<file path="src/sv/absc_pkg.sv">
`default_nettype none
// ----------------------------------------------------------------------------
// absc_pkg: shared types and helpers for the address bar search classifier
// Item formats, classifier state, rule codes and ASCII class helpers.
// ----------------------------------------------------------------------------
package absc_pkg;

   typedef struct packed {
      logic [7:0] char_code;
      logic       has_char;
      logic       last_char;
   } req_type;

   typedef struct packed {
      logic       is_search;
      logic [3:0] rule_hit;
   } rsp_type;

   typedef struct packed {
      logic       seen_text;
      logic       first_is_query;
      logic [2:0] about_match;
      logic       space_pending;
      logic       inner_space;
      logic [1:0] scheme_match;
      logic       scheme_seen;
      logic       host_done;
      logic       colon_seen;
      logic       port_bad;
      logic [3:0] name_length;
      logic       localhost_ok;
      logic [2:0] ip_dots;
      logic [1:0] ip_digits;
      logic       ip_ok;
      logic       label_ok;
      logic       prev_dot;
      logic       any_dot;
      logic [1:0] tld_length;
      logic       tld_alpha;
   } state_type;

   localparam state_type STATE_RESET = '{
      seen_text:      1'b0,
      first_is_query: 1'b0,
      about_match:    3'd0,
      space_pending:  1'b0,
      inner_space:    1'b0,
      scheme_match:   2'd0,
      scheme_seen:    1'b0,
      host_done:      1'b0,
      colon_seen:     1'b0,
      port_bad:       1'b0,
      name_length:    4'd0,
      localhost_ok:   1'b1,
      ip_dots:        3'd0,
      ip_digits:      2'd0,
      ip_ok:          1'b1,
      label_ok:       1'b1,
      prev_dot:       1'b1,
      any_dot:        1'b0,
      tld_length:     2'd0,
      tld_alpha:      1'b1
   };

   // rule codes
   localparam logic [3:0] RULE_EMPTY     = 4'd0;
   localparam logic [3:0] RULE_QUERY     = 4'd1;
   localparam logic [3:0] RULE_ABOUT     = 4'd2;
   localparam logic [3:0] RULE_SPACE     = 4'd3;
   localparam logic [3:0] RULE_SCHEME    = 4'd4;
   localparam logic [3:0] RULE_BAD_PORT  = 4'd5;
   localparam logic [3:0] RULE_LOCALHOST = 4'd6;
   localparam logic [3:0] RULE_IPV4      = 4'd7;
   localparam logic [3:0] RULE_DOMAIN    = 4'd8;
   localparam logic [3:0] RULE_NO_DOMAIN = 4'd9;

   // about: progress codes
   localparam logic [2:0] ABOUT_MATCHED = 3'd6;
   localparam logic [2:0] ABOUT_FAILED  = 3'd7;

   // "://" progress codes
   localparam logic [1:0] SCH_IDLE  = 2'd0;
   localparam logic [1:0] SCH_COLON = 2'd1;
   localparam logic [1:0] SCH_SLASH = 2'd2;

   localparam logic [3:0] LOCAL_LEN   = 4'd9;
   localparam logic [3:0] NAME_SAT    = 4'd10;
   localparam logic [2:0] IP_DOTS_SAT = 3'd4;
   localparam logic [2:0] IP_DOTS_REQ = 3'd3;
   localparam logic [1:0] IP_DIG_MAX  = 2'd3;
   localparam logic [1:0] TLD_SAT     = 2'd2;

   localparam logic [7:0] CH_SPACE = 8'h20;
   localparam logic [7:0] CH_QUERY = 8'h3F;
   localparam logic [7:0] CH_COLON = 8'h3A;
   localparam logic [7:0] CH_SLASH = 8'h2F;
   localparam logic [7:0] CH_HASH  = 8'h23;
   localparam logic [7:0] CH_DOT   = 8'h2E;
   localparam logic [7:0] CH_DASH  = 8'h2D;

   function automatic logic is_digit(input logic [7:0] c);
      return (c >= 8'h30) && (c <= 8'h39);
   endfunction

   function automatic logic is_upper(input logic [7:0] c);
      return (c >= 8'h41) && (c <= 8'h5A);
   endfunction

   function automatic logic is_alpha(input logic [7:0] c);
      return is_upper(c) || ((c >= 8'h61) && (c <= 8'h7A));
   endfunction

   function automatic logic [7:0] to_lower(input logic [7:0] c);
      return is_upper(c) ? (c + 8'd32) : c;
   endfunction

   function automatic logic [7:0] about_char(input logic [2:0] idx);
      logic [7:0] r;
      case (idx)
         3'd0:    r = 8'h61; // a
         3'd1:    r = 8'h62; // b
         3'd2:    r = 8'h6F; // o
         3'd3:    r = 8'h75; // u
         3'd4:    r = 8'h74; // t
         3'd5:    r = 8'h3A; // :
         default: r = 8'h00;
      endcase
      return r;
   endfunction

   function automatic logic [7:0] local_char(input logic [3:0] idx);
      logic [7:0] r;
      case (idx)
         4'd0:    r = 8'h6C; // l
         4'd1:    r = 8'h6F; // o
         4'd2:    r = 8'h63; // c
         4'd3:    r = 8'h61; // a
         4'd4:    r = 8'h6C; // l
         4'd5:    r = 8'h68; // h
         4'd6:    r = 8'h6F; // o
         4'd7:    r = 8'h73; // s
         4'd8:    r = 8'h74; // t
         default: r = 8'h00;
      endcase
      return r;
   endfunction

endpackage
`default_nettype wire

</file>
<file path="src/sv/absc_step.sv">
`default_nettype none
// ----------------------------------------------------------------------------
// absc_step: per-byte state update and verdict
// Applies one item to the classifier state and forms the verdict on the
// last item of a text. Pure combinational logic.
// ----------------------------------------------------------------------------
module absc_step (
   input  absc_pkg::state_type st_cur,
   input  absc_pkg::req_type   item,
   output absc_pkg::state_type st_next,
   output absc_pkg::rsp_type   verdict
);
   import absc_pkg::*;

   state_type  ns;
   logic [7:0] c;

   assign c = item.char_code;

   always_comb begin
      ns = st_cur;
      if (item.has_char) begin
         if (c == CH_SPACE) begin
            if (st_cur.seen_text) ns.space_pending = 1'b1;
         end else begin
            if (!st_cur.seen_text) begin
               ns.seen_text      = 1'b1;
               ns.first_is_query = (c == CH_QUERY);
            end else if (st_cur.space_pending) begin
               ns.inner_space   = 1'b1;
               ns.space_pending = 1'b0;
               if (ns.about_match < ABOUT_MATCHED) ns.about_match = ABOUT_FAILED;
            end

            if (ns.about_match < ABOUT_MATCHED) begin
               ns.about_match = (to_lower(c) == about_char(ns.about_match)) ?
                                (ns.about_match + 3'd1) : ABOUT_FAILED;
            end

            if (c == CH_COLON) begin
               ns.scheme_match = SCH_COLON;
            end else if (c == CH_SLASH && st_cur.scheme_match == SCH_COLON) begin
               ns.scheme_match = SCH_SLASH;
            end else if (c == CH_SLASH && st_cur.scheme_match == SCH_SLASH) begin
               ns.scheme_seen  = 1'b1;
               ns.scheme_match = SCH_IDLE;
            end else begin
               ns.scheme_match = SCH_IDLE;
            end

            if (!st_cur.host_done) begin
               if (c == CH_SLASH || c == CH_QUERY || c == CH_HASH) begin
                  ns.host_done = 1'b1;
               end else if (st_cur.colon_seen) begin
                  if (!is_digit(c)) ns.port_bad = 1'b1;
               end else if (c == CH_COLON) begin
                  ns.colon_seen = 1'b1;
               end else begin
                  // host name byte
                  if (st_cur.name_length < LOCAL_LEN) begin
                     if (to_lower(c) != local_char(st_cur.name_length))
                        ns.localhost_ok = 1'b0;
                  end else begin
                     ns.localhost_ok = 1'b0;
                  end
                  if (st_cur.name_length < NAME_SAT)
                     ns.name_length = st_cur.name_length + 4'd1;

                  if (c == CH_DOT) begin
                     if (st_cur.ip_digits == 2'd0) ns.ip_ok = 1'b0;
                     if (st_cur.ip_dots < IP_DOTS_SAT) ns.ip_dots = st_cur.ip_dots + 3'd1;
                     ns.ip_digits = 2'd0;
                  end else if (is_digit(c) && st_cur.ip_digits < IP_DIG_MAX) begin
                     ns.ip_digits = st_cur.ip_digits + 2'd1;
                  end else begin
                     ns.ip_ok = 1'b0;
                  end

                  if (c == CH_DOT) begin
                     if (st_cur.prev_dot) ns.label_ok = 1'b0;
                     ns.any_dot    = 1'b1;
                     ns.prev_dot   = 1'b1;
                     ns.tld_length = 2'd0;
                     ns.tld_alpha  = 1'b1;
                  end else begin
                     if (!is_alpha(c) && !is_digit(c) && c != CH_DASH) ns.label_ok = 1'b0;
                     ns.prev_dot = 1'b0;
                     if (st_cur.tld_length < TLD_SAT)
                        ns.tld_length = st_cur.tld_length + 2'd1;
                     if (!is_alpha(c)) ns.tld_alpha = 1'b0;
                  end
               end
            end
         end
      end
   end

   always_comb begin
      if (!ns.seen_text) begin
         verdict = '{is_search: 1'b0, rule_hit: RULE_EMPTY};
      end else if (ns.first_is_query) begin
         verdict = '{is_search: 1'b1, rule_hit: RULE_QUERY};
      end else if (ns.about_match == ABOUT_MATCHED) begin
         verdict = '{is_search: 1'b0, rule_hit: RULE_ABOUT};
      end else if (ns.inner_space) begin
         verdict = '{is_search: 1'b1, rule_hit: RULE_SPACE};
      end else if (ns.scheme_seen) begin
         verdict = '{is_search: 1'b0, rule_hit: RULE_SCHEME};
      end else if (ns.port_bad) begin
         verdict = '{is_search: 1'b1, rule_hit: RULE_BAD_PORT};
      end else if (ns.name_length == LOCAL_LEN && ns.localhost_ok) begin
         verdict = '{is_search: 1'b0, rule_hit: RULE_LOCALHOST};
      end else if (ns.ip_ok && ns.ip_dots == IP_DOTS_REQ && ns.ip_digits != 2'd0) begin
         verdict = '{is_search: 1'b0, rule_hit: RULE_IPV4};
      end else if (ns.label_ok && ns.any_dot && ns.tld_length >= TLD_SAT && ns.tld_alpha) begin
         verdict = '{is_search: 1'b0, rule_hit: RULE_DOMAIN};
      end else begin
         verdict = '{is_search: 1'b1, rule_hit: RULE_NO_DOMAIN};
      end
   end

   // a verdict closes the text: start the next one from scratch
   assign st_next = item.last_char ? STATE_RESET : ns;

endmodule
`default_nettype wire

</file>
<file path="src/sv/address_bar_search_classifier.sv">
`default_nettype none
// ----------------------------------------------------------------------------
// address_bar_search_classifier: location or search verdict for typed text
// Bytes go in one per item; the verdict comes out with the text's last item.
//
//   channel | direction | handshake          | payload
//   req     | in        | req_valid/ready    | char_code, has_char, last_char
//   rsp     | out       | rsp_valid/ready    | is_search, rule_hit
//
// One item per cycle sustained while no text's last item waits on the output. An item
// is held in the input register and applied to the state there; a text's verdict
// is then written to the output register, which drives rsp_valid.
// Reset clears the state to the start-of-text values and drops both valids.
// Only an item that ends a text waits on a full, stalled output register;
// other items keep flowing while a verdict waits to be taken.
// ----------------------------------------------------------------------------
module address_bar_search_classifier (
   input  wire                 clock,
   input  wire                 reset,
   input  wire                 req_valid,
   output logic                req_ready,
   input  absc_pkg::req_type   req_data,
   output logic                rsp_valid,
   input  wire                 rsp_ready,
   output absc_pkg::rsp_type   rsp_data
);
   import absc_pkg::*;

   logic      in_valid_ff, in_valid_in;
   req_type   in_item_ff;
   state_type state_ff, state_in;
   logic      out_valid_ff, out_valid_in;
   rsp_type   out_data_ff;

   state_type st_next;
   rsp_type   verdict;
   logic      out_free, advance;

   absc_step u_step (
      .st_cur  (state_ff),
      .item    (in_item_ff),
      .st_next (st_next),
      .verdict (verdict)
   );

   assign out_free  = !out_valid_ff || rsp_ready;
   assign advance   = in_valid_ff && (!in_item_ff.last_char || out_free);
   assign req_ready = !in_valid_ff || advance;

   assign in_valid_in  = (req_valid && req_ready) ? 1'b1 : (advance ? 1'b0 : in_valid_ff);
   assign state_in     = advance ? st_next : state_ff;
   assign out_valid_in = (advance && in_item_ff.last_char) ? 1'b1 :
                         (rsp_ready ? 1'b0 : out_valid_ff);

   always_ff @(posedge clock) begin
      if (reset) begin
         in_valid_ff  <= 1'b0;
         out_valid_ff <= 1'b0;
         state_ff     <= STATE_RESET;
      end else begin
         in_valid_ff  <= in_valid_in;
         out_valid_ff <= out_valid_in;
         state_ff     <= state_in;
      end
   end

   always_ff @(posedge clock) begin
      if (req_valid && req_ready) in_item_ff <= req_data;
      if (advance && in_item_ff.last_char) out_data_ff <= verdict;
   end

   assign rsp_valid = out_valid_ff;
   assign rsp_data  = out_data_ff;

endmodule
`default_nettype wire

</file>
<file path="config.mk">
export PLATFORM = sky130hd
export DESIGN_NAME = address_bar_search_classifier
export DESIGN_NICKNAME = d
export VERILOG_FILES = /design/src/sv/absc_pkg.sv /design/src/sv/absc_step.sv /design/src/sv/address_bar_search_classifier.sv
export SDC_FILE = /design/constraint.sdc
export NUM_CORES = 1
export LEC_CHECK = 0
export CELL_PAD_IN_SITES_DETAIL_PLACEMENT = 0
export CELL_PAD_IN_SITES_GLOBAL_PLACEMENT = 1
export CORE_MARGIN = 3
export CORE_UTILIZATION = 53
export DETAILED_ROUTE_END_ITERATION = 6
export DONT_BUFFER_PORTS = 1
export GPL_TIMING_DRIVEN = 0
export PLACE_DENSITY_LB_ADDON = 0.1
export RECOVER_POWER = 25
export SLEW_MARGIN = 20
export SYNTH_ARGS = -nofsm -noshare
export SYNTH_HDL_FRONTEND = slang
export SYNTH_SLANG_ARGS = --single-unit
</file>
<file path="constraint.sdc">
create_clock -name clock -period 4.5 [get_ports clock]
set_input_delay 0.45 -clock clock [delete_from_list [all_inputs] [get_ports clock]]
set_output_delay 0.45 -clock clock [all_outputs]
set_load 0.005 [all_outputs]
</file>
==> results of run 1 <==
==> final cells by class <==
cell class | instances | area, um2 | share of cell area (%)
Tap cell | 75 | 93.84 | 2.620
Clock buffer | 6 | 93.84 | 2.620
Sequential cell | 53 | 1211 | 33.81
Buffer | 15 | 76.32 | 2.131
Multi-Input combinational cell | 292 | 2011 | 56.13
Clock inverter | 2 | 13.76 | 0.3842
Inverter | 22 | 82.58 | 2.305
==> layout by cell type (no fill, tap or decap), types with 4 or more instances in the layout <==
cell      count
nor4_1        7
clkbuf_8      5
nand2_1      38
buf_4         4
ha_1         16
nor3_1       12
dfxtp_1      38
o21ai_0      18
a21oi_1      25
a31oi_1       6
nand4_1       7
inv_1        22
edfxtp_1     15
nor2b_1       4
clkbuf_1      7
xor2_1        7
nand2b_1      9
buf_2         4
a211oi_1      6
o211a_1       5
nand3_1       8
nor2_1       38
o21bai_1      4
==> worst paths after layout <==
| path | cells past startpoint | end | start | slack, ps |
|---|---|---|---|---|
| worst max-delay path | 11 | rsp_data[4] | state_ff[27] | 1440 |
| worst max register to register | 11 | rsp_data[4] | state_ff[27] | 1440 |
| worst min-delay path | 0 | in_item_ff[5] | req_data[5] | 220 |
| worst min register to register | 2 | state_ff[1] | state_ff[1] | 450 |
==> metal layers <==
metal	vias up	routed length [um]	global-route usage, %
li1	1441	-	-
met5	-	0	0
met1	1435	3913	33.13
met3	7	382	3.746
met2	63	4091	40.22
met4	0	65	7.050
==> cell families (layout without fill, tap and decap cells) <==
logic type	count (synthesis)	count (layout)	share of synthesized area [%]
flops	53	53	35.83
xor+xnor	7	7	1.814
fa+ha+maj	16	16	5.921
buf+inv	37	45	4.700
simple gates	157	157	26.54
compound gates	111	111	24.91
mux	1	1	0.2961
==> power by group through the flow <==
stage / Sequential (mW) / Clock [mW] / Combinational, mW
2_1_floorplan: 0.524 / 0 / 0.0943
3_3_place_gp: 0.528 / 0 / 0.121
3_5_place_dp: 0.528 / 0 / 0.122
4_1_cts: 0.517 / 0.319 / 0.123
5_1_grt: 0.520 / 0.341 / 0.137
6_report: 0.518 / 0.315 / 0.124
==> reports/results.ini, run 1 <==
[layout]
diodes=0
syn_to_final_growth_pct=5.959
nNetsFinal=419
nFillCells=555
drive_gt1_share_pct=10.77
fin_area_um2=3582
stdcell_count=465
final_util_pct=59.10

[clock_tree]
clkLatencyLatePin_ps=320
htreeDepth=2
root_buffer=clkbuf_8
clk_path_buf_depth=2
hold_buffers=0
numCtsBuffers=5
cts.clk_slew.worst_paths_ps=100
tritoncts=yes
cts.sink_count=53
cts_repair_resize_count=0
cts_setup_buffers=0

[hold_path]
hold_class=in2reg

[pwr]
pwr-share-comb_pct=12.9
p_per_area_nw_per_um2=267.1
seq_power_share_pct=54.1
pwr-share-clk_pct=33.0
switchingPower_mw=0.2650
power.leakage_nw=1.346
peakVddDrop_uv=182.5
p_total_mw=0.9566
power.internal_mw=0.6916
swShare_pct=27.70

[timing]
fin_tns_setup_ps=0
finalCritPeriodShare_pct=67.99
fmax_ghz=0.3268
maxSlewHeadroom_pct=53.67
timing.final.ws_setup_ps=1440
whs_ps=218.9
slew_violations=0
setup_viol=0
fin_worst_skew_ps=10.08
worstMarginPinSlew_ps=695.0
hold_viol_final=0
rsz0062_at_grt=false
min_period_ps=3060

[global_route]
grt_pass1_vias=2842
antenna_found_initial=0
grt_start_max_net_pins=18
grt-ovfl-total=0
grt_pass1_wl_mm=14.17
grtUsageTotal_pct=24.41

[setup_path]
cp.required_ps=4570
crit_path_frequent_cell=ha_1
cp.arrival_ps=3130
crit_chain=nand2_1, a31o_2, ha_1, ha_1, a21oi_1, o21ai_0, xor2_1, nor4b_1, nand4_1, a31oi_1, o31ai_2
crit_path_start_kind=register
cpMaxStageDelayCell=dfxtp_1
crit_family=compound AO/OA/AOI/OAI gates
worstSetupPathType=reg2reg
max_stage_delay_ps=440
path_buf_inv=0
worst-path-max-fanout=6
endpoint_kind=register

[placed_design]
dp.cells=457
dpl.hpwl_mm=6.329
gp_congestion=0.8860
pre_cts_ws_ps=1451
postPlaceCellArea_um2=3475
io_buffers=0

[route]
drt-total-wl_mm=8.453
wl_per_cell_um=18.18
vias_per_cell=6.335
drc=0
vias=2946
dr.pass1.iters=4
dr.first_iter.drc_count=240
final_antenna_net_count=0

[logic_synthesis]
netlist-cell-type-count=77
yosysWarnings=0
ys.flop_type=dfxtp_1
post-synth-top-area-cell=dfxtp_1
synth_edf_count=15
synth_cells=382
yosysTopAreaCellShare_pct=22.50
synth_fp_nets=412
syn_avg_cell_area_um2=8.850
syn_area_um2=3381
async_flop_share_pct=0
seq_area_frac_synth_pct=35.83
synth_commonest_cells=dfxtp_1, nand2_1, nor2_1
synth_seq_cells=53
synthTopCellsByArea=dfxtp_1, edfxtp_1, ha_1

[floorplan]
chipWidth_um=85.87
die_h_um=85.87
design.die.area_um2=7373
start_util_pct=55.78
rows=28
io_pins=21
core-area_um2=6061

[status]
status=finished clean

[flow_run]
cap_violations=0

(Power assumes the default switching activity.)
==> inputs of run 2 (changes only) <==
Settings changed: CORE_UTILIZATION 53 to 44.
Clock period 4.5 ns to 2.68 ns, I/O delays scaled along.
==> reports/results.ini, run 2 (synthesized netlist as in run 1, its figures left out) <==
[route]
wl_met3_um=441  ; +15%
drt-total-wl_mm=9.498  ; +12%
vias=3121  ; +5.9%
dr_wl_met2_mm=4.581  ; +12%
dr.first_iter.drc_count=149  ; -38%
wl_met1_mm=4.321  ; +10%
drc=0  ; unchanged
vias_per_cell=6.060  ; -4.3%
wl_per_cell_um=18.44  ; +1.5%
final_antenna_net_count=0  ; unchanged
dr.pass1.iters=5  ; +1
highest_layer=met5

[timing]
slew_violations=0  ; unchanged
rsz0062_at_grt=true
timing.final.ws_setup_ps=-28.80  ; -1469 ps
hold_viol_final=0  ; unchanged
maxSlewHeadroom_pct=53.78  ; +0.12 points
min_period_ps=2709  ; -350.8 ps
worstMarginPinSlew_ps=691.8  ; -3.160 ps
whs_ps=48.01  ; -170.9 ps
finalCritPeriodShare_pct=101.1  ; +33 points
setup_viol=2  ; +2
fin_worst_skew_ps=9.435  ; -0.6496 ps
fmax_ghz=0.3692  ; +13%

[pwr]
p_total_mw=1.689  ; +77%
power.leakage_nw=1.515  ; +13%
p_per_area_nw_per_um2=417.1  ; +56%
power.internal_mw=1.234  ; +78%
pwr-share-clk_pct=32.7  ; -0.3 points
seq_power_share_pct=51.3  ; -2.8 points
peakVddDrop_uv=244.9  ; +34%
swShare_pct=26.94  ; -0.76 points
pwr-share-comb_pct=16.0  ; +3.1 points
switchingPower_mw=0.4550  ; +72%

[floorplan]
core-area_um2=7370  ; +22%
io_pins=21  ; unchanged
chipWidth_um=93.66  ; +9.1%
start_util_pct=45.87  ; -9.9 points
die_h_um=93.66  ; +9.1%
design.die.area_um2=8771  ; +19%
rows=31  ; +11%

[clock_tree]
tritoncts=yes
clk_path_buf_depth=2  ; unchanged
cts.clk_slew.worst_paths_ps=100  ; about the same
cts.sink_count=53  ; unchanged
root_buffer=clkbuf_8
clkLatencyLatePin_ps=310  ; about the same
numCtsBuffers=5  ; unchanged
htreeDepth=2  ; unchanged

[global_route]
grt_pass1_vias=2882  ; +1.4%
grt-ovfl-total=0  ; unchanged
antenna_found_initial=1  ; +1
grtUsageTotal_pct=21.90  ; -2.5 points
grt_start_max_net_pins=18  ; unchanged
grt_pass1_wl_mm=14.88  ; +5.1%

[placed_design]
gp_congestion=0.8647  ; -2.4%
dpl.hpwl_mm=6.686  ; +5.6%
io_buffers=0  ; unchanged
postPlaceCellArea_um2=3505  ; +0.86%
dp.cells=481  ; +5.3%

[flow_run]
cap_violations=0  ; unchanged

[layout]
syn_to_final_growth_pct=19.76
stdcell_count=515  ; +11%
final_util_pct=54.94  ; -4.2 points
nNetsFinal=445  ; +6.2%
final_common_cell=dfxtp_1
drive_gt1_share_pct=24.76  ; +14 points
nFillCells=689  ; +24%
final_cell_mix=dfxtp_1, nand2_1, nor2_1
fin_area_um2=4049  ; +13%
diodes=0  ; unchanged

[setup_path]
cp.required_ps=2750  ; -1820 ps
endpoint_kind=register
crit_path_start_kind=register
worstSetupPathType=reg2reg
worst-path-max-fanout=5  ; -1
cp.arrival_ps=2770  ; -360 ps

[status]
failed_checks=setup timing
status=finished, violations left

[hold_path]
hold_class=in2reg

-- run 2: cell types whose count changed in the layout (fill, tap and decap cells not counted), sizes merged --
cell and change:
buf +27, bufinv +1, clkbuf -2, clkinvlp +1, inv -1
-- run 2: final cells by class --
cell class | count | area [um2] | area share, %
clock inverters | 3 | 43.79 | 1.082
plain buffers | 14 | 88.84 | 2.194
multi-input cells | 292 | 2206 | 54.48
inverters | 22 | 88.84 | 2.194
flip-flops and latches | 53 | 1216 | 30.04
repair buffers | 27 | 212.7 | 5.253
well taps | 99 | 123.9 | 3.059
clock buffers | 5 | 68.82 | 1.700
-- run 2: power by group through the flow --
stage | Combinational (mW) | Clock (mW) | Sequential [mW]
global route | 0.293 | 0.597 | 0.869
floorplan | 0.158 | 0 | 0.880
detailed placement | 0.210 | 0 | 0.888
finish | 0.270 | 0.552 | 0.866
global placement | 0.208 | 0 | 0.887
CTS | 0.241 | 0.573 | 0.868
-- run 2: final timing paths --
path	start	endpoint	slack, ps	cells after the start
min reg2reg	state_ff[1]	state_ff[1]	450	2
min	req_data[1]	in_item_ff[1]	50	0
max	in_item_ff[8]	rsp_data[0]	-30	9
max reg2reg	in_item_ff[8]	rsp_data[0]	-30	9
-- run 2: timing repair --
action	CTS	global route
cloned	0	1
gates resized for setup	33	23
pin swaps	12	15
setup endpoints to repair	13	12
hold buffers	0	0
setup buffers	12	14
-- run 2: critical path: stages (launching register included) --
cell      delay (ps)
edfxtp_1         440
buf_6            160
or4b_4           520
o211ai_4         270
nor3_4           110
buf_12           150
mux2i_1          130
or3_4            380
o211ai_1         230
a21oi_1           90
-- run 2: per-stage QoR --
stage / setup slack [ps] / setup TNS (ps)
after global placement: -344.5 / -2308
after CTS: -9.483 / -9.483
after detailed placement: -323.4 / -2166
final: -28.80 / -42.97
after global routing: -115.1 / -488.7
after floorplan: 65.63 / 0
-- run 2: routing by layer --
layer,vias to the layer above,track usage [%]
li1,1490,-
met4,2,6.498
met1,1518,28.94
met5,-,0
met3,15,3.766
met2,96,36.69
